**src/hw/rtl/ari_pkg.sv**
```systemverilog
// ----------------------------------------------------------------------------
// ari_pkg: shared types, tables and GF(2^8) helpers for the round inverter.
// The S-box tables are built at elaboration from the field inverse and the
// affine map, so no runtime logic computes them.
// ----------------------------------------------------------------------------
package ari_pkg;

  // 256 byte entries; entry i sits in bits [8*i +: 8].
  typedef logic [2047:0] byte_table_t;

  // One item as it moves between pipeline stages.
  typedef struct packed {
    logic         enc;
    logic [127:0] data;
  } stage_t;

  function automatic logic [7:0] xtime(input logic [7:0] a);
    xtime = {a[6:0], 1'b0} ^ (a[7] ? 8'h1b : 8'h00);
  endfunction

  function automatic logic [7:0] gf_mul(input logic [7:0] a, input logic [7:0] b);
    logic [7:0] p;
    logic [7:0] x;
    p = 8'h00;
    x = a;
    for (int i = 0; i < 8; i++) begin
      if (b[i]) p = p ^ x;
      x = xtime(x);
    end
    gf_mul = p;
  endfunction

  // a^254, which maps zero to zero.
  function automatic logic [7:0] gf_inv(input logic [7:0] a);
    logic [7:0] r;
    logic [7:0] base;
    logic [7:0] e;
    r = 8'h01;
    base = a;
    e = 8'd254;
    for (int i = 0; i < 8; i++) begin
      if (e[i]) r = gf_mul(r, base);
      base = gf_mul(base, base);
    end
    gf_inv = r;
  endfunction

  function automatic logic [7:0] rotl8(input logic [7:0] v, input int n);
    rotl8 = (v << n) | (v >> (8 - n));
  endfunction

  function automatic byte_table_t build_sbox();
    byte_table_t t;
    logic [7:0] x;
    t = '0;
    for (int i = 0; i < 256; i++) begin
      x = gf_inv(8'(i));
      t[8 * i +: 8] = x ^ rotl8(x, 1) ^ rotl8(x, 2) ^ rotl8(x, 3) ^ rotl8(x, 4) ^ 8'h63;
    end
    build_sbox = t;
  endfunction

  function automatic byte_table_t build_inv_sbox();
    byte_table_t f;
    byte_table_t t;
    logic [7:0]  v;
    f = build_sbox();
    t = '0;
    for (int i = 0; i < 256; i++) begin
      v = f[8 * i +: 8];
      t[{v, 3'b000} +: 8] = 8'(i);
    end
    build_inv_sbox = t;
  endfunction

  localparam byte_table_t SBOX     = build_sbox();
  localparam byte_table_t INV_SBOX = build_inv_sbox();

endpackage

```
**src/hw/rtl/ari_mix_stage.sv**
```systemverilog
// ----------------------------------------------------------------------------
// ari_mix_stage: second pipeline stage.
// Applies InvMixColumns for an encryption round and MixColumns otherwise.
// ----------------------------------------------------------------------------
module ari_mix_stage (
  input  logic             clk,
  input  logic             rst,
  input  logic             in_valid,
  output logic             in_stall,
  input  ari_pkg::stage_t  in_item,
  output logic             valid,
  input  logic             down_stall,
  output ari_pkg::stage_t  item
);

  logic [127:0] mixed;

  always_comb begin
    logic [7:0] a [4];
    logic [7:0] m0, m1, m2, m3;
    if (in_item.enc) begin
      m0 = 8'd14; m1 = 8'd11; m2 = 8'd13; m3 = 8'd9;
    end else begin
      m0 = 8'd2;  m1 = 8'd3;  m2 = 8'd1;  m3 = 8'd1;
    end
    mixed = '0;
    for (int c = 0; c < 4; c++) begin
      for (int r = 0; r < 4; r++) begin
        a[r] = in_item.data[8 * (4 * c + r) +: 8];
      end
      for (int r = 0; r < 4; r++) begin
        mixed[8 * (4 * c + r) +: 8] = ari_pkg::gf_mul(a[r], m0)
                                    ^ ari_pkg::gf_mul(a[(r + 1) % 4], m1)
                                    ^ ari_pkg::gf_mul(a[(r + 2) % 4], m2)
                                    ^ ari_pkg::gf_mul(a[(r + 3) % 4], m3);
      end
    end
  end

  assign in_stall = valid & down_stall;

  always_ff @(posedge clk) begin
    if (rst) begin
      valid <= 1'b0;
    end else if (!in_stall) begin
      valid <= in_valid;
    end
  end

  always_ff @(posedge clk) begin
    if (!in_stall && in_valid) begin
      item.enc  <= in_item.enc;
      item.data <= mixed;
    end
  end

endmodule

```
**config.mk**
```make
export PLATFORM = sky130hd
export DESIGN_NAME = ari_mix_stage
export DESIGN_NICKNAME = d
export VERILOG_FILES = /design/src/hw/rtl/ari_pkg.sv /design/src/hw/rtl/ari_mix_stage.sv
export SDC_FILE = /design/constraint.sdc
export NUM_CORES = 1
export LEC_CHECK = 0
export BUFFER_PORTS_ARGS = -buffer_cell sky130_fd_sc_hd__clkbuf_2
export CORE_AREA = 5 5 150 152
export DETAILED_ROUTE_END_ITERATION = 16
export DIE_AREA = 0 0 155 157
export GPL_TIMING_DRIVEN = 0
export HOLD_SLACK_MARGIN = 0.12
export PLACE_DENSITY = 0.86
export SYNTH_ARGS = -nofsm -noshare
export SYNTH_HDL_FRONTEND = slang
export SYNTH_SLANG_ARGS = --single-unit
```
**constraint.sdc**
```tcl
create_clock -name clk -period 25.8 [get_ports clk]
set_input_delay 5.16 -clock clk [delete_from_list [all_inputs] [get_ports clk]]
set_output_delay 5.16 -clock clk [all_outputs]
set_load 0.005 [all_outputs]
```
Yosys cells after proc, flatten, opt, wreduce, memory -nomap -nowiden
Index checks and enable logic that the tools add are counted.
Cells by class
  shift operators: 0
  equality and inequality tests: 0
  $lt $le $gt $ge: 0
  reductions and logical operators: 2
  $mul: 0
  div/mod/pow operators: 0
  multiplexer cells: 628
  add/sub/neg operators: 0
  bitwise operators: 609
Operators by type and width (number)
  8-bit 2-to-1 mux: 512
  8-bit bitwise XOR: 500
  8-bit by 5-bit bitwise XOR with 8-bit output: 108
  5-bit 2-to-1 mux: 112
  4-bit 2-to-1 mux: 4
  1-bit bitwise AND: 1
  1-bit logical AND: 1
  1-bit zero test: 1
Storage, ports and cells
  bits of input ports: 133
  output and inout port bits: 131
  RAM bits: 0
  bits in read-only memories: 0
  logic and storage cells: 1242
  bits in latches: 0
  memories: 0
  bits in registers: 130

Logic depth before layout (Yosys ltp)
  word-level depth: 19
  depth in mapped cells: 7
  gate-level depth less buffers: 6

Worst setup path after synthesis
Ideal clock, no wire load.
  kind: input-to-reg
  from: input port down_stall
  to: register item[0] (netlist bit) (enable)
  path slack: 14107 ps
  data required time: 25166 ps
  buffers on the path: 0
  stages: 2
  library setup time: 634 ps
  arrival: 11059 ps
  path through: and2_1 nor2b_1
Between the ends
  word-level cells in the longest chain between the ends: 3
RTL lines
  from (decl): RTL line ari_mix_stage.sv:12  | input logic down_stall,
  1-bit bitwise AND: RTL line ari_mix_stage.sv:40  | assign in_stall = valid & down_stall;
  1-bit zero test: RTL line ari_mix_stage.sv:51  | if (!in_stall && in_valid) begin
  1-bit logical AND: RTL line ari_mix_stage.sv:51
  to (decl): RTL line ari_mix_stage.sv:13  | output ari_pkg::stage_t item
Every way passes these cells.
A chain may end at the register's enable or synchronous reset.

Worst setup path in the final report
  from: input port down_stall
  to: output port in_stall
Between the ends
  word-level cells in the longest chain between the ends: 1
RTL lines
  1-bit bitwise AND: RTL line ari_mix_stage.sv:40
  to (decl): RTL line ari_mix_stage.sv:9  | output logic in_stall,
Every way passes these cells.

==> summary.md <==
| Metric | Value |
|---|---|
| Net Count, Synth | 1264 |
| Sequential-to-total area share from yosys stat | 31.2% |
| Worst path cell trace | clkbuf_2, and2_1, clkbuf_2 |
| Avg Inst Size Synth | 11.0 um2 |
| Die Ht | 157 um |
| Inserted Clock Buffers | 17 |
| Clock Latency Late Sink | 0.43 ns |
| Skew final | 0.0117 ns |
| Area Overhead vs Synth | 15.3% |
| CP startpoint kind | input pin |
| Synth warn | 0 |
| FMAX | 93.1 MHz |
| Die Area | 0.0243 mm2 |
| Worst-path clk slew | 0.06 ns |
| Status | finished, final reports clean |
| H-tree Lvls | 4 |
| Hold WC Path Type | flip-flop to flip-flop |
| # rows | 53 |
| Required @ worst endpoint | 20.64 ns |
| Slowest stage delay, CP | 0.20 ns |
| 1st-pass router iterations | 5 |
| Slew HR | 29.5% |
| Vias per inst | 5.10 |
| Vias after detailed routing | 8333 |
| #FFs+latches synth | 130 |
| Starting Density | 59.8% |
| Cell repeated most along the worst path | clkbuf_2 |
| Hold Buf Count CTS | 0 |
| Vias in the first global route | 8934 |
| Top area cells in the synthesized netlist | xnor2_1 40%, edfxtp_1 31%, xor2_1 13% |
| Pin count of the biggest net entering global routing | 39 |
| Placer Congestion | 0.920 |
| Gr ovfl total | 0 |
| Worst VDD drop | 0.0429 mV |
| PostCTS Resize Cnt | 0 |
| Post-DP HPWL | 24200 um |
| Crit. End Element | output port |
| Total Power | 1110 uW |
| Min cycle time layout | 10.74 ns |
| Post-route antenna net violation count | 0 |
| Clk Tree Root Cell | clkbuf_16 |
| Netlist cell types | 24 |
| CTS max path bufs | 2 |
| Die width | 155 um |
| Power density over the cells | 77.2 mW/mm2 |
| Final instance area | 0.0144 mm2 |
| Crit path DAT | 5.58 ns |
| RSZ-0062 raised after global routing | no |
| Actual slew at the worst max-slew pin | 1.05 ns |
| Max-cap violations | 0 |
| P_leak | 0.00547 uW |
| Core ar. | 0.0209 mm2 |
| Initial detailed-routing violation count | 583 |
| Setup TNS | 0 ns |
| Synthesized area | 0.0125 mm2 |
| Global-route wire length before repair | 47600 um |
| Commonest cells after routing, fill and taps aside | 564 x xnor2_1, 194 x clkbuf_2, 192 x xor2_1, 129 x edfxtp_1, 72 x nand2_1 |
| Crit-path slowest cell | and2_1 |
| Share of layout cells above drive strength 1 | 20.6% |
| Crit Path Class | input pin to output port |
| Yosys top cell by area | xnor2_1 |
| Drt total wl | 30800 um |
| Fill count | 1579 |
| Layout Nets | 1479 |
| Buffers on Ports | 193 |
| Setup violators final | 0 |
| Synth Instances | 1131 |
| Worst Path Max Fanout | 3 |
| Postcts setup bufs | 0 |
| Drt wl/cell | 18.9 um |
| Clk sinks | 130 |
| # IOs | 264 |
| Initial antenna violation count | 1 |
| Cell Area, Placed | 0.0139 mm2 |
| Final Hold Vio Count | 0 |
| Max-slew violation count | 0 |
| Most common cell after layout, fill and taps aside | xnor2_1 |
| Tcrit/Tclk final | 41.6% |
| Synth top area share | 39.6% |
| DRC viols | 0 |
| CTS tree | done |
| Hold slack | 0.657 ns |
| Total GRT Usage | 25.1% |
| # diodes | 0 |
==> state kept, by name, indices dropped and copies added, names as in the netlist <==
name / cells
item: 129
valid: 1
==> cells in the mapped netlist, drive strengths merged <==
master  count
edfxtp    129
nand2b      1
inv         1
dfxtp       1
nor2b       5
xor3        5
nand2      72
xor2      200
o21bai      1
xnor2     574
buf        45
nor2        9
xnor3      28
and2        2
clkbuf     37
mux2i      14
a21oi       7
==> area by class of cell <==
class / count / area, um2 / share of cell area [%]
Tap cell: 275 / 344 / 2.39
Sequential cell: 130 / 3890 / 27.1
Timing Repair Buffer: 196 / 1030 / 7.13
Clock inverter: 10 / 86.3 / 0.600
Multi-Input combinational cell: 918 / 8220 / 57.1
Clock buffer: 22 / 444 / 3.09
Buffer: 82 / 374 / 2.60
Inverter: 1 / 3.75 / 0.0261
==> path summary, 6_finish.rpt <==
kind                 startpoint  depth (start not counted)  slack, ns                  end
max                  down_stall                          3      15.06             in_stall
min          valid$_SDFFE_PP0N_                          3       0.66   valid$_SDFFE_PP0N_
max reg2reg  valid$_SDFFE_PP0N_                          3      24.06  item[102]$_DFFE_PP_
min reg2reg  valid$_SDFFE_PP0N_                          3       0.66   valid$_SDFFE_PP0N_
==> where the power goes <==
group          total [uW]  switching (uW)  internal (uW)
sequential            346            17.0            329
clock                 225            93.7            132
combinational         539             270            270
==> per-layer routing <==
layer / GRT usage, % / part of all wire (%)
met1: 31.3 / 41
met2: 44.3 / 50
met3: 4.51 / 6.5
met4: 8.37 / 2.0
met5: 0 / 0.023
==> per-stage QoR <==
stage | worst slack, ns | cells | utilization [%]
after floorplan | 14.11 | 1131 | -
after global placement | 11.96 | 1599 | 66.0
after detailed placement | 15.04 | 1602 | 66.4
after CTS | 15.04 | 1634 | 68.9
after global routing | 15.03 | 1634 | 68.9
final | 15.06 | 1634 | 68.9
==> worst max-delay path: cells and delay by family <==
family	cells	cell delay, ns
buffers and inverters	2	0.22
AND/OR/NAND/NOR	1	0.20
==> cell families (layout without fill, tap and decap cells) <==
family	Yosys count	after routing	share of synthesized area, %
AOI/OAI and AO/OA	8	8	0.341
DFF	130	130	31.2
muxes	14	14	1.12
buffers and inverters	83	311	3.03
and+or+nand+nor	89	89	2.84
xor gates and xnor gates	807	807	61.5
Note: power is estimated with default switching activity, not from simulation.
