===== config.mk =====
export PLATFORM = sky130hd
export DESIGN_NAME = ari_key_stage
export DESIGN_NICKNAME = d
export VERILOG_FILES = /design/src/hw/rtl/ari_pkg.sv /design/src/hw/rtl/ari_key_stage.sv
export SDC_FILE = /design/constraint.sdc
export NUM_CORES = 1
export LEC_CHECK = 0
export ABC_AREA = 1
export BUFFER_PORTS_ARGS = -buffer_cell sky130_fd_sc_hd__buf_2
export CAP_MARGIN = 5
export CORE_AREA = 10 10 145 147
export CTS_CLUSTER_DIAMETER = 60
export DETAILED_ROUTE_END_ITERATION = 10
export DIE_AREA = 0 0 155 157
export GPL_TIMING_DRIVEN = 0
export HOLD_SLACK_MARGIN = 0.08
export SLEW_MARGIN = 40
export SYNTH_ARGS = -nofsm -noshare
export SYNTH_HDL_FRONTEND = slang
export SYNTH_SLANG_ARGS = --single-unit
export TNS_END_PERCENT = 100

===== constraint.sdc =====
create_clock -name clk -period 3.9 [get_ports clk]
set_input_delay 0.39 -clock clk [delete_from_list [all_inputs] [get_ports clk]]
set_output_delay 0.39 -clock clk [all_outputs]
set_load 0.02 [all_outputs]

===== src/hw/rtl/ari_pkg.sv =====
// ----------------------------------------------------------------------------
// ari_pkg: shared types, tables and GF(2^8) helpers for the round inverter.
// The S-box tables are built at elaboration from the field inverse and the
// affine map, so no runtime logic computes them.
// ----------------------------------------------------------------------------
package ari_pkg;

  // 256 byte entries; entry i sits in bits [8*i +: 8].
  typedef logic [2047:0] byte_table_t;

  // One item as it moves between pipeline stages.
  typedef struct packed {
    logic         enc;
    logic [127:0] data;
  } stage_t;

  function automatic logic [7:0] xtime(input logic [7:0] a);
    xtime = {a[6:0], 1'b0} ^ (a[7] ? 8'h1b : 8'h00);
  endfunction

  function automatic logic [7:0] gf_mul(input logic [7:0] a, input logic [7:0] b);
    logic [7:0] p;
    logic [7:0] x;
    p = 8'h00;
    x = a;
    for (int i = 0; i < 8; i++) begin
      if (b[i]) p = p ^ x;
      x = xtime(x);
    end
    gf_mul = p;
  endfunction

  // a^254, which maps zero to zero.
  function automatic logic [7:0] gf_inv(input logic [7:0] a);
    logic [7:0] r;
    logic [7:0] base;
    logic [7:0] e;
    r = 8'h01;
    base = a;
    e = 8'd254;
    for (int i = 0; i < 8; i++) begin
      if (e[i]) r = gf_mul(r, base);
      base = gf_mul(base, base);
    end
    gf_inv = r;
  endfunction

  function automatic logic [7:0] rotl8(input logic [7:0] v, input int n);
    rotl8 = (v << n) | (v >> (8 - n));
  endfunction

  function automatic byte_table_t build_sbox();
    byte_table_t t;
    logic [7:0] x;
    t = '0;
    for (int i = 0; i < 256; i++) begin
      x = gf_inv(8'(i));
      t[8 * i +: 8] = x ^ rotl8(x, 1) ^ rotl8(x, 2) ^ rotl8(x, 3) ^ rotl8(x, 4) ^ 8'h63;
    end
    build_sbox = t;
  endfunction

  function automatic byte_table_t build_inv_sbox();
    byte_table_t f;
    byte_table_t t;
    logic [7:0]  v;
    f = build_sbox();
    t = '0;
    for (int i = 0; i < 256; i++) begin
      v = f[8 * i +: 8];
      t[{v, 3'b000} +: 8] = 8'(i);
    end
    build_inv_sbox = t;
  endfunction

  localparam byte_table_t SBOX     = build_sbox();
  localparam byte_table_t INV_SBOX = build_inv_sbox();

endpackage


===== src/hw/rtl/ari_key_stage.sv =====
// ----------------------------------------------------------------------------
// ari_key_stage: first pipeline stage.
// XORs the round key into the round output and registers the result.
// ----------------------------------------------------------------------------
module ari_key_stage (
  input  logic             clk,
  input  logic             rst,
  input  logic             in_valid,
  output logic             in_stall,
  input  logic             func,
  input  logic [127:0]     state,
  input  logic [127:0]     key,
  output logic             valid,
  input  logic             down_stall,
  output ari_pkg::stage_t  item
);

  assign in_stall = valid & down_stall;

  always_ff @(posedge clk) begin
    if (rst) begin
      valid <= 1'b0;
    end else if (!in_stall) begin
      valid <= in_valid;
    end
  end

  always_ff @(posedge clk) begin
    if (!in_stall && in_valid) begin
      item.enc  <= func;
      item.data <= state ^ key;
    end
  end

endmodule


After elaboration in Yosys (flattened, before gate mapping)
Index checks and enable logic that the tools add are counted.
{ "totals": {"ff_bits": 130, "inputBits": 261, "output_inout_bits": 131, "elab_cells": 7} }
{ "classes": {"bitwise": 2, "n_reduce_logical": 2} }
{ "ops": {"columns": ["cell", "count"], "rows": [
  ["bitwise XOR 128 bit", 1],
  ["AND 1 bit", 1],
  ["logical AND 1 bit", 1],
  ["logical NOT 1 bit", 1]
]} }

Longest topological paths before layout
Gate-level depths: netlist of run 1.
{ "logic_depth": {"depth_word": 3, "ltp_mapped": 3} }

Worst setup path after synthesis of run 1
OpenSTA, ideal clock, no wires.
{ "synth_timing": {"path_kind": "reg2reg", "start": "register valid", "end": "register item[0] in the netlist's numbering (enable)", "setup_time_ns": 0.515, "arrival_time_ns": 3.821, "required_ns": 3.385, "setup_slack_ns": -0.437, "path_stages_with_launch": 4, "n_path_buf": 0, "path_cell_list": "dfxtp_1 -> nand2_2 -> inv_2 -> nor2_2"} }
{ "synth_between": {"elab_chain_cells": 3} }
{ "synth_lines": {"columns": ["element", "line", "rtl"], "rows": [
  ["from (decl)", "ari_key_stage.sv:13", "output logic valid,"],
  ["from (signal assigned)", "ari_key_stage.sv:24", "valid <= in_valid;"],
  ["AND 1 bit", "ari_key_stage.sv:18", "assign in_stall = valid & down_stall;"],
  ["named net in_stall", "ari_key_stage.sv:9", "output logic in_stall,"],
  ["logical NOT 1 bit", "ari_key_stage.sv:29", "if (!in_stall && in_valid) begin"],
  ["logical AND 1 bit", "ari_key_stage.sv:29", null],
  ["to (decl)", "ari_key_stage.sv:15", "output ari_pkg::stage_t item"]
]} }
The timed path passes the listed nets, and every way through them passes these cells.
A chain may end at the register's enable or synchronous reset.

Worst setup path after layout of run 1
{ "layout_timing": {"start": "register valid", "end": "register item[83] in the netlist's numbering (enable)"} }
{ "layout_between": {"elab_chain_cells": 3} }
{ "layout_lines": {"columns": ["element", "line"], "rows": [
  ["AND 1 bit", "ari_key_stage.sv:18"],
  ["logical NOT 1 bit", "ari_key_stage.sv:29"],
  ["logical AND 1 bit", "ari_key_stage.sv:29"]
]} }
No other way between the ends.

==> impl_metrics.tcl, run 1 <==
set metrics [dict create \
    grt_pass1_wl_um 23400 \
    start_kind "register" \
    fillers 1743 \
    grt_pass1_vias 4221 \
    worstPathRequired_ps 4010 \
    viasPerCell 3.94 \
    first_iter_violations 114 \
    yosys.area.top_type_share_pct 76.8 \
    ant_nets 0 \
    ir_drop_uv 273 \
    die_width_um 155 \
    tns_ps 0 \
    seqCellArea_um2 3890 \
    layout-drive-gt1-share_pct 62.3 \
    final_util_pct 43.6 \
    pwr-share-comb_pct 15.2 \
    finalSetupViolCount 0 \
    die-area_um2 24300 \
    ys_ff_latch 130 \
    p_total_w 0.00376 \
    period_needed_ps 1870 \
    start_util_pct 27.5 \
    min_path_cells 2 \
    ys_top_cells_by_area "edfxtp_1 (77%), xor2_1 (22%), dfxtp_1 (0.40%)" \
    ios 392 \
    grt_overflow 0 \
    hold_viol_final 0 \
    clkSinkCount 130 \
    vias 3650 \
    postCtsSetupRepairBufs 0 \
    startpoint "valid" \
    ys_async_sr_fraction_pct 0 \
    arrival_ps 1970 \
    dp.cells 894 \
    rows 50 \
    port_buffers 391 \
    cp_max_fo 21 \
    core_area_um2 18300 \
    drv_slew 0 \
    syn_area_per_cell_um2 19.2 \
    place_area_um2 7440 \
    path_class "register to register" \
    crit_path_end_kind "register" \
    switchingPower_w 0.000958 \
    rsz0062_at_grt "false" \
    relSlewSlack_pct 64.6 \
    place_hpwl_um 14000 \
    r2r_start "valid" \
    multi_input_area_um2 1150 \
    min-delay-start "rst" \
    cts-htree-levels 4 \
    hp-class "primary input to register" \
    worst_pin_slew_ps 529 \
    yosys.area.top_type "edfxtp_1" \
    max_freq_mhz 536 \
    switching_share_pct 25.5 \
    antenna_cells 0 \
    gr-usage-all-layers_pct 12.6 \
    syn-cell-area_um2 5040 \
    drt_wl_total_um 16400 \
    first_pass_iters 4 \
    p_per_area_nw_per_um2 470 \
    areaGrowthSynthToFinish_pct 58.6 \
    die_h_um 157 \
    clk_pin_slew_ps 60 \
    fin_nets 940 \
    fin_crit_sh_pct 47.8 \
    cts-root-buf "clkbuf_16" \
    syn-num-nets 524 \
    antenna_found_initial 0 \
    wl_per_cell_um 17.7 \
    design_area_um2 8000 \
    gp_congestion 0.825 \
    max-clock-path-buffers 2 \
    drc_errors 0 \
    grt_max_degree 22 \
    post_cts_resized 0 \
    ys_warn_count 0 \
    status "completed" \
    cts_tree "done" \
    yosysMostFrequentCell "edfxtp_1" \
    cts_buffers 17 \
    finalNonFillerCells 926 \
    p_int_w 0.00280 \
    synth_common_cells "edfxtp_1 (129), xor2_1 (128)" \
    yosysSeqAreaShare_pct 77.2 \
    skew_ps 7.47 \
    p_seq_share_pct 45.5 \
    p_leak_nw 3.69 \
    synth_ff_type "edfxtp_1" \
    synth-edff-count 129 \
    synthCells 263 \
    clockPowerShare_pct 39.3 \
    reg2reg_depth 6 \
    maxCapViolCount 0 \
    ys_types 8 \
    clk_latency_ps 400 \
    cts_hold_buffers 0 \
]
[metal layers]
layer  GRT usage [%]  wire [um]  vias to the layer above
met5               0          0                        -
met4            4.72        225                        0
met3            6.96       1930                       12
met2            22.1       8540                      230
met1            12.0       5680                     1641
li1                -          -                     1767
[path summary, 6_finish.rpt]
path                                 end  slack, ps
worst min-delay path               valid        140
worst max-delay path            item[83]       2030
worst min register to register     valid        490
worst max register to register  item[83]       2030
[registers in the layout, indices dropped and copies added, names as in the netlist]
signal and flops:
item 129, valid 1
[area by class of cell]
class	instances	share of cell area (%)
clock inverters	14	1.64
inverters	2	0.0939
multi-input cells	131	14.3
well taps	234	3.66
flip-flops and latches	130	48.7
clock buffers	18	5.37
repair buffers	397	26.2
[worst max-delay path: stages (launching register included)]
cell and delay [ps]:
dfxtp_1 330, nand2_2 80, inv_2 50, nor2_4 410
buf_8 260, buf_8 220, buf_16 190
[cell families (layout without fill, tap and decap cells)]
kind of cell              count (synthesis)  count (layout)  synth area share (%)
buffers and inverters                     2             431                 0.149
xor gates and xnor gates                128             128                  22.2
and+or+nand+nor                           2               2                 0.248
AOI/OAI and AO/OA                         1               1                 0.174
DFF                                     130             130                  77.2
[per-stage QoR]
| stage | setup slack, ps | hold slack [ps] |
|---|---|---|
| 6_report | 2030 | 145 |
| 5_1_grt | 1920 | 125 |
| 4_1_cts | 2010 | 116 |
| 3_5_place_dp | 1820 | 479 |
| 3_3_place_gp | 295 | 471 |
| 2_1_floorplan | 1030 | 452 |
[cell usage in the layout, fill, tap and decap left out, drive strengths merged]
master,instances
buf,397
edfxtp,129
xor2,128
clkbuf,18
inv,6
clkinv,6
clkinvlp,3
nand2,1
nor2,1
a21oi,1
bufinv,1
dfxtp,1
[power by group through the flow]
stage | Sequential [W] | Combinational [W] | Clock [W]
4_1_cts | 0.00171 | 0.000586 | 0.00153
3_3_place_gp | 0.00174 | 0.000554 | 0
3_5_place_dp | 0.00174 | 0.000585 | 0
6_report | 0.00171 | 0.000570 | 0.00148
2_1_floorplan | 0.00189 | 0.000102 | 0
5_1_grt | 0.00172 | 0.000617 | 0.00160
(Power assumes the default switching activity.)
==> inputs of run 2 (changes only) <==
Settings changed: ABC_AREA 1 to 0.
Clock period 3.9 ns to 1.7 ns, I/O delays scaled along.
==> run 2 against run 1 <==
The flow now stops in 4_1_cts; area after synthesis barely moved; synthesized cell count shrank 0.38%.
==> impl_metrics.tcl, run 2 <==
set metrics [dict create \
    status "aborted with a tool error" \
    lastStage "4_1_cts" \
    error_line "[ERROR RSZ-0060] Max buffer count reached." \
    synthCells 262 \
    die_h_um 157 \
    syn-num-nets 523 \
    ys_async_sr_fraction_pct 0 \
    syn-cell-area_um2 5040 \
    max-clock-path-buffers 2 \
    ys_types 7 \
    post_cts_resized 0 \
    ys_ff_latch 130 \
    gp_congestion 0.785 \
    cts-htree-levels 4 \
    rows 50 \
    ios 392 \
    clkSinkCount 130 \
    ys_top_cells_by_area "edfxtp_1 (77%), xor2_1 (22%), dfxtp_1 (0.40%)" \
    cts_hold_buffers 186 \
    place_ws_ps -154 \
    yosys.area.top_type_share_pct 76.8 \
    yosysMostFrequentCell "edfxtp_1" \
    syn_area_per_cell_um2 19.2 \
    synth-edff-count 129 \
    postCtsSetupRepairBufs 2 \
    yosysSeqAreaShare_pct 77.2 \
    die_width_um 155 \
    yosys.area.top_type "edfxtp_1" \
    synth_common_cells "edfxtp_1 (129), xor2_1 (128)" \
    start_util_pct 27.5 \
    port_buffers 391 \
    cts_buffers 17 \
    place_hpwl_um 14200 \
    ys_warn_count 0 \
    synth_ff_type "edfxtp_1" \
    cts-root-buf "clkbuf_16" \
]
-- run 2: kinds of logic after synthesis --
| logic type | Yosys count | share of synthesized area, % |
|---|---|---|
| compound gates | 1 | 0.0992 |
| flops | 130 | 77.2 |
| xor+xnor | 128 | 22.2 |
| simple gates | 3 | 0.422 |
-- run 2: metrics by stage --
stage	area, um2	util [%]	cells	setup TNS, ps
after floorplan	5050	-	262	-152700
after global placement	7300	39.8	887	-230280
after detailed placement	7450	40.7	894	-2790
==> inputs of run 3 (changes only) <==
Settings changed: CORE_AREA 10 10 145 147 to 10 10 146 148, CTS_CLUSTER_DIAMETER 60 to not set, DIE_AREA 0 0 155 157 to 0 0 156 158, HOLD_SLACK_MARGIN 0.08 to not set, PLACE_DENSITY_LB_ADDON set to 0.15.
Clock period 1.7 ns to 2.2 ns, I/O delays scaled along.
==> run 3 against run 2 <==
Area after synthesis unchanged; synthesized cell count unchanged; the flow now finishes without violations.
==> impl_metrics.tcl, run 3 <==
set metrics [dict create \
    status "completed" \
    drt_wl_total_um 16900 \
    wl_per_cell_um 18.2 \
    max-clock-path-buffers 2 \
    first_iter_violations 106 \
    gp_congestion 0.744 \
    drv_slew 0 \
    p_int_w 0.00528 \
    synth_common_cells "edfxtp_1 (129), xor2_1 (128)" \
    first_pass_iters 4 \
    synthCells 262 \
    ios 392 \
    fin_crit_sh_pct 82.3 \
    arrival_ps 1920 \
    synthXorXnorAreaFrac_pct 22.2 \
    largest_register_ffs 129 \
    layout-drive-gt1-share_pct 61.5 \
    syn-num-nets 523 \
    grt_max_degree 22 \
    hp-class "primary input to register" \
    skew_ps 8.84 \
    place_hpwl_um 14400 \
    die_h_um 158 \
    ant_nets 0 \
    cp_cell_sequence "and2_4, nor2b_4, buf_8, buf_8, buf_16, buf_8" \
    r2r-end "item[59]" \
    switching_share_pct 23.6 \
    min-delay-start "in_valid" \
    clk_latency_ps 400 \
    ys_async_sr_fraction_pct 0 \
    yosysMostFrequentCell "edfxtp_1" \
    areaGrowthSynthToFinish_pct 59.6 \
    min_path_cells 3 \
    synth_top_family_by_area "XOR/XNOR gates" \
    worstPathRequired_ps 2310 \
    largest_registers "item x129, valid x1" \
    slowest_delay_ps 320 \
    worst_slack_ps 389 \
    min_to "valid" \
    crit_path_end_kind "register" \
    place_ws_ps 375 \
    start_kind "register" \
    final_common_cell "buf_2" \
    slowest_stage "dfxtp_2" \
    ys_types 7 \
    tns_ps 0 \
    die_width_um 156 \
    muxShareOfSynthArea_pct 0 \
    start_util_pct 27.3 \
    core_area_um2 18500 \
    yosys.area.top_type "edfxtp_1" \
    clockPowerShare_pct 41.3 \
    cts-root-buf "clkbuf_16" \
    period_needed_ps 1810 \
    relSlewSlack_pct 83.4 \
    syn-cell-area_um2 5040 \
    place_area_um2 7430 \
    clkSinkCount 130 \
    ys_top_cells_by_area "edfxtp_1 (77%), xor2_1 (22%), dfxtp_1 (0.40%)" \
    layout_common_cells "buf_2 (391), edfxtp_1 (129), xor2_1 (128)" \
    path_class "register to register" \
    drc_errors 0 \
    rows 50 \
    postCtsSetupRepairBufs 0 \
    cts-htree-levels 4 \
    grt_overflow 0 \
    cp_max_fo 20 \
    r2r_start "valid" \
    synthAdderAreaFrac_pct 0 \
    worst_pin_slew_ps 251 \
    pwr-share-comb_pct 14.8 \
    synth-simple-area-share_pct 0.422 \
    cpLargestDelayFamily "buffers and inverters" \
    ys_warn_count 0 \
    syn_area_per_cell_um2 19.2 \
    cts_buffers 17 \
    cts_tree "done" \
    p_seq_share_pct 43.9 \
    max_freq_mhz 552 \
    yosysSeqAreaShare_pct 77.2 \
    path_common_cell "buf_8" \
    switchingPower_w 0.00163 \
    die-area_um2 24600 \
    rsz0062_at_grt "false" \
    ys_ff_latch 130 \
    port_buffers 391 \
    antenna_found_initial 0 \
    reg2reg_depth 6 \
    vias 3613 \
    grt_pass1_vias 4233 \
    hold_viol_final 0 \
    finalSetupViolCount 0 \
    design_area_um2 8050 \
    synth_ff_type "edfxtp_1" \
    p_per_area_nw_per_um2 858 \
    p_leak_nw 3.72 \
    maxCapViolCount 0 \
    r2r_slack_ps 390 \
    ir_drop_uv 483 \
    gr-usage-all-layers_pct 13.1 \
    synth-edff-count 129 \
    largest-register "item" \
    cp_num_buf_inv 4 \
    antenna_cells 0 \
    fin_nets 942 \
    grt_pass1_wl_um 24000 \
    synth-compound-area-share_pct 0.0993 \
    yosys.area.top_type_share_pct 76.8 \
    fillers 1744 \
    clk_pin_slew_ps 60 \
    final_util_pct 43.6 \
    viasPerCell 3.89 \
]
[run 3: worst max path at each step]
stage	start	to	slack (ps)	cells after the start
2_1_floorplan	valid	item[0]	-680	2
3_5_place_dp	down_stall	item[111]	380	7
3_3_place_gp	down_stall	item[95]	-1350	3
6_report	valid	item[59]	390	6
4_1_cts	valid	item[59]	370	6
5_1_grt	valid	item[113]	290	6
[run 3: final cells by class]
type / instances / area [um2] / area share, %
well taps: 234 / 293 / 3.64
clock buffers: 19 / 433 / 5.38
flip-flops and latches: 130 / 3890 / 48.4
repair buffers: 400 / 2110 / 26.2
clock inverters: 13 / 166 / 2.07
multi-input cells: 132 / 1150 / 14.3
[run 3: metal layers]
metal	global-route usage (%)	routed length (um)	vias up
met5	0	0	-
met4	4.54	174	0
met3	7.68	2110	9
li1	-	-	1773
met2	23.7	9230	220
met1	12.0	5380	1611
[run 3: metrics by stage]
step	cells	hold WS [ps]	total power [W]
floorplan	262	285	0.00354
global placement	887	371	0.00409
detailed placement	894	373	0.00413
CTS	928	14.2	0.00703
global route	928	60.0	0.00722
finish	928	36.9	0.00691
[run 3: power by group through the flow]
stage | clock (W) | combinational, W | sequential, W
2_1_floorplan | 0 | 0.000181 | 0.00336
3_5_place_dp | 0 | 0.00104 | 0.00308
4_1_cts | 0.00295 | 0.00105 | 0.00304
6_report | 0.00285 | 0.00102 | 0.00303
5_1_grt | 0.00306 | 0.00111 | 0.00305
3_3_place_gp | 0 | 0.00100 | 0.00309
[run 3: cells by family (layout without fill, tap and decap cells)]
logic type | count (synthesis) | after routing
AOI/OAI and AO/OA | 1 | 1
xor gates and xnor gates | 128 | 128
buffers and inverters | 0 | 432
DFF | 130 | 130
and+or+nand+nor | 3 | 3
[run 3: timing repair]
action / CTS / global route
hold buffers: 2 / 0
gates resized for setup: 0 / 0
hold endpoints to repair: 2 / 0
[run 3: worst register-to-register path: stages (launching register included)]
cell and delay (ps):
dfxtp_2 320, and2_4 160, nor2b_4 220, buf_8 230
buf_8 220, buf_16 190, buf_8 170
==> inputs of run 4 (changes only) <==
Clock period 2.2 ns to 1.7 ns, I/O delays scaled along.
==> run 4 against run 3 <==
Sequential cell count stayed put; register-to-register slack got worse by 290 ps; clock power rose by 29%; sequential power up 30%; final area up 0.16%; critical path type unchanged; highest routed layer unchanged.
==> impl_metrics.tcl, run 4 (synthesis gave the netlist of run 3 again) <==
set metrics [dict create \
    ios 392 \
    rsz0062_at_grt "false" \
    relSlewSlack_pct 80.3 \
    cts_buffers 17 \
    p_seq_share_pct 43.9 \
    rows 50 \
    cp_num_buf_inv 3 \
    start_util_pct 27.3 \
    arrival_ps 1700 \
    max-clock-path-buffers 2 \
    pwr-share-comb_pct 14.9 \
    p_int_w 0.00684 \
    largest_register_ffs 129 \
    largest-register "item" \
    vias 3620 \
    clkSinkCount 130 \
    layout_common_cells "buf_2 (391), edfxtp_1 (129), xor2_1 (128)" \
    final_common_cell "buf_2" \
    cp_max_fo 38 \
    p_leak_nw 3.73 \
    fin_nets 943 \
    slowest_stage "dfxtp_2" \
    final_util_pct 43.7 \
    switchingPower_w 0.00211 \
    largest_registers "item x129, valid x1" \
    wl_per_cell_um 18.3 \
    die_width_um 156 \
    grt_max_degree 39 \
    place_ws_ps -122 \
    worst_pin_slew_ps 295 \
    gp_congestion 0.744 \
    antenna_cells 0 \
    finalSetupViolCount 0 \
    worst_slack_ps 104 \
    port_buffers 391 \
    design_area_um2 8060 \
    place_hpwl_um 14400 \
    drc_errors 0 \
    place_area_um2 7430 \
    skew_ps 11.4 \
    drt_wl_total_um 17000 \
    first_iter_violations 123 \
    clk_latency_ps 400 \
    drv_slew 0 \
    ant_nets 0 \
    layout-drive-gt1-share_pct 61.4 \
    status "completed" \
    grt_overflow 0 \
    hp-class "primary input to register" \
    die-area_um2 24600 \
    antenna_found_initial 0 \
    path_class "register to register" \
    viasPerCell 3.90 \
    period_needed_ps 1600 \
    p_total_w 0.00894 \
    crit_path_end_kind "register" \
    areaGrowthSynthToFinish_pct 59.9 \
    cts-htree-levels 4 \
    maxCapViolCount 0 \
    cpLargestDelayFamily "buffers and inverters" \
    cts-root-buf "clkbuf_16" \
    clk_pin_slew_ps 60 \
    p_per_area_nw_per_um2 1110 \
    gr-usage-all-layers_pct 13.1 \
    grt_pass1_wl_um 24000 \
    grt_pass1_vias 4244 \
    start_kind "register" \
    worstPathRequired_ps 1810 \
    first_pass_iters 4 \
    die_h_um 158 \
    cts_tree "done" \
    core_area_um2 18500 \
    clockPowerShare_pct 41.2 \
    hold_viol_final 0 \
    fin_crit_sh_pct 93.9 \
    cp_cell_sequence "and2_4, nor2b_4, buf_12, buf_16, buf_8" \
    ir_drop_uv 623 \
    max_freq_mhz 627 \
    switching_share_pct 23.6 \
    slowest_delay_ps 320 \
]
run 4: cell type report:
type | instances | area, um2
clock buffers | 19 | 433
clock inverters | 13 | 166
fillers | 1748 | 10400
multi-input cells | 132 | 1150
flip-flops and latches | 130 | 3890
well taps | 234 | 293
repair buffers | 401 | 2120
run 4: final timing paths:
check	start	cells after the start	slack, ps	endpoint
max	valid	5	100	item[59]
min	state[54]	2	60	item[54]
max reg2reg	valid	5	100	item[59]
min reg2reg	valid	3	910	item[105]
run 4: layer usage:
metal | track usage [%] | routed length [um]
met1 | 11.9 | 5450
met2 | 23.8 | 9290
met3 | 7.68 | 2090
met4 | 4.54 | 134
met5 | 0 | 0
run 4: timing repair:
| action | CTS | global route |
|---|---|---|
| endpoints found under the setup margin | 14 | 20 |
| endpoints found under the hold margin | 2 | 0 |
| hold buffers | 3 | 0 |
| gates resized for setup | 1 | 0 |
| setup buffers | 2 | 0 |
| gates cloned | 0 | 0 |
run 4: power by group through the flow:
stage / logic (W) / registers (W) / clock network [W]
finish: 0.00133 / 0.00393 / 0.00369
global placement: 0.00130 / 0.00400 / 0
CTS: 0.00137 / 0.00393 / 0.00381
global route: 0.00144 / 0.00395 / 0.00397
detailed placement: 0.00135 / 0.00399 / 0
floorplan: 0.000234 / 0.00435 / 0
run 4: per-stage QoR:
stage,cells,setup TNS (ps),hold WS [ps]
after floorplan,262,-152700,235
after global placement,887,-237580,321
after detailed placement,894,-1700,323
after CTS,930,0,35.2
after global routing,929,0,36.0
final,929,0,61.7
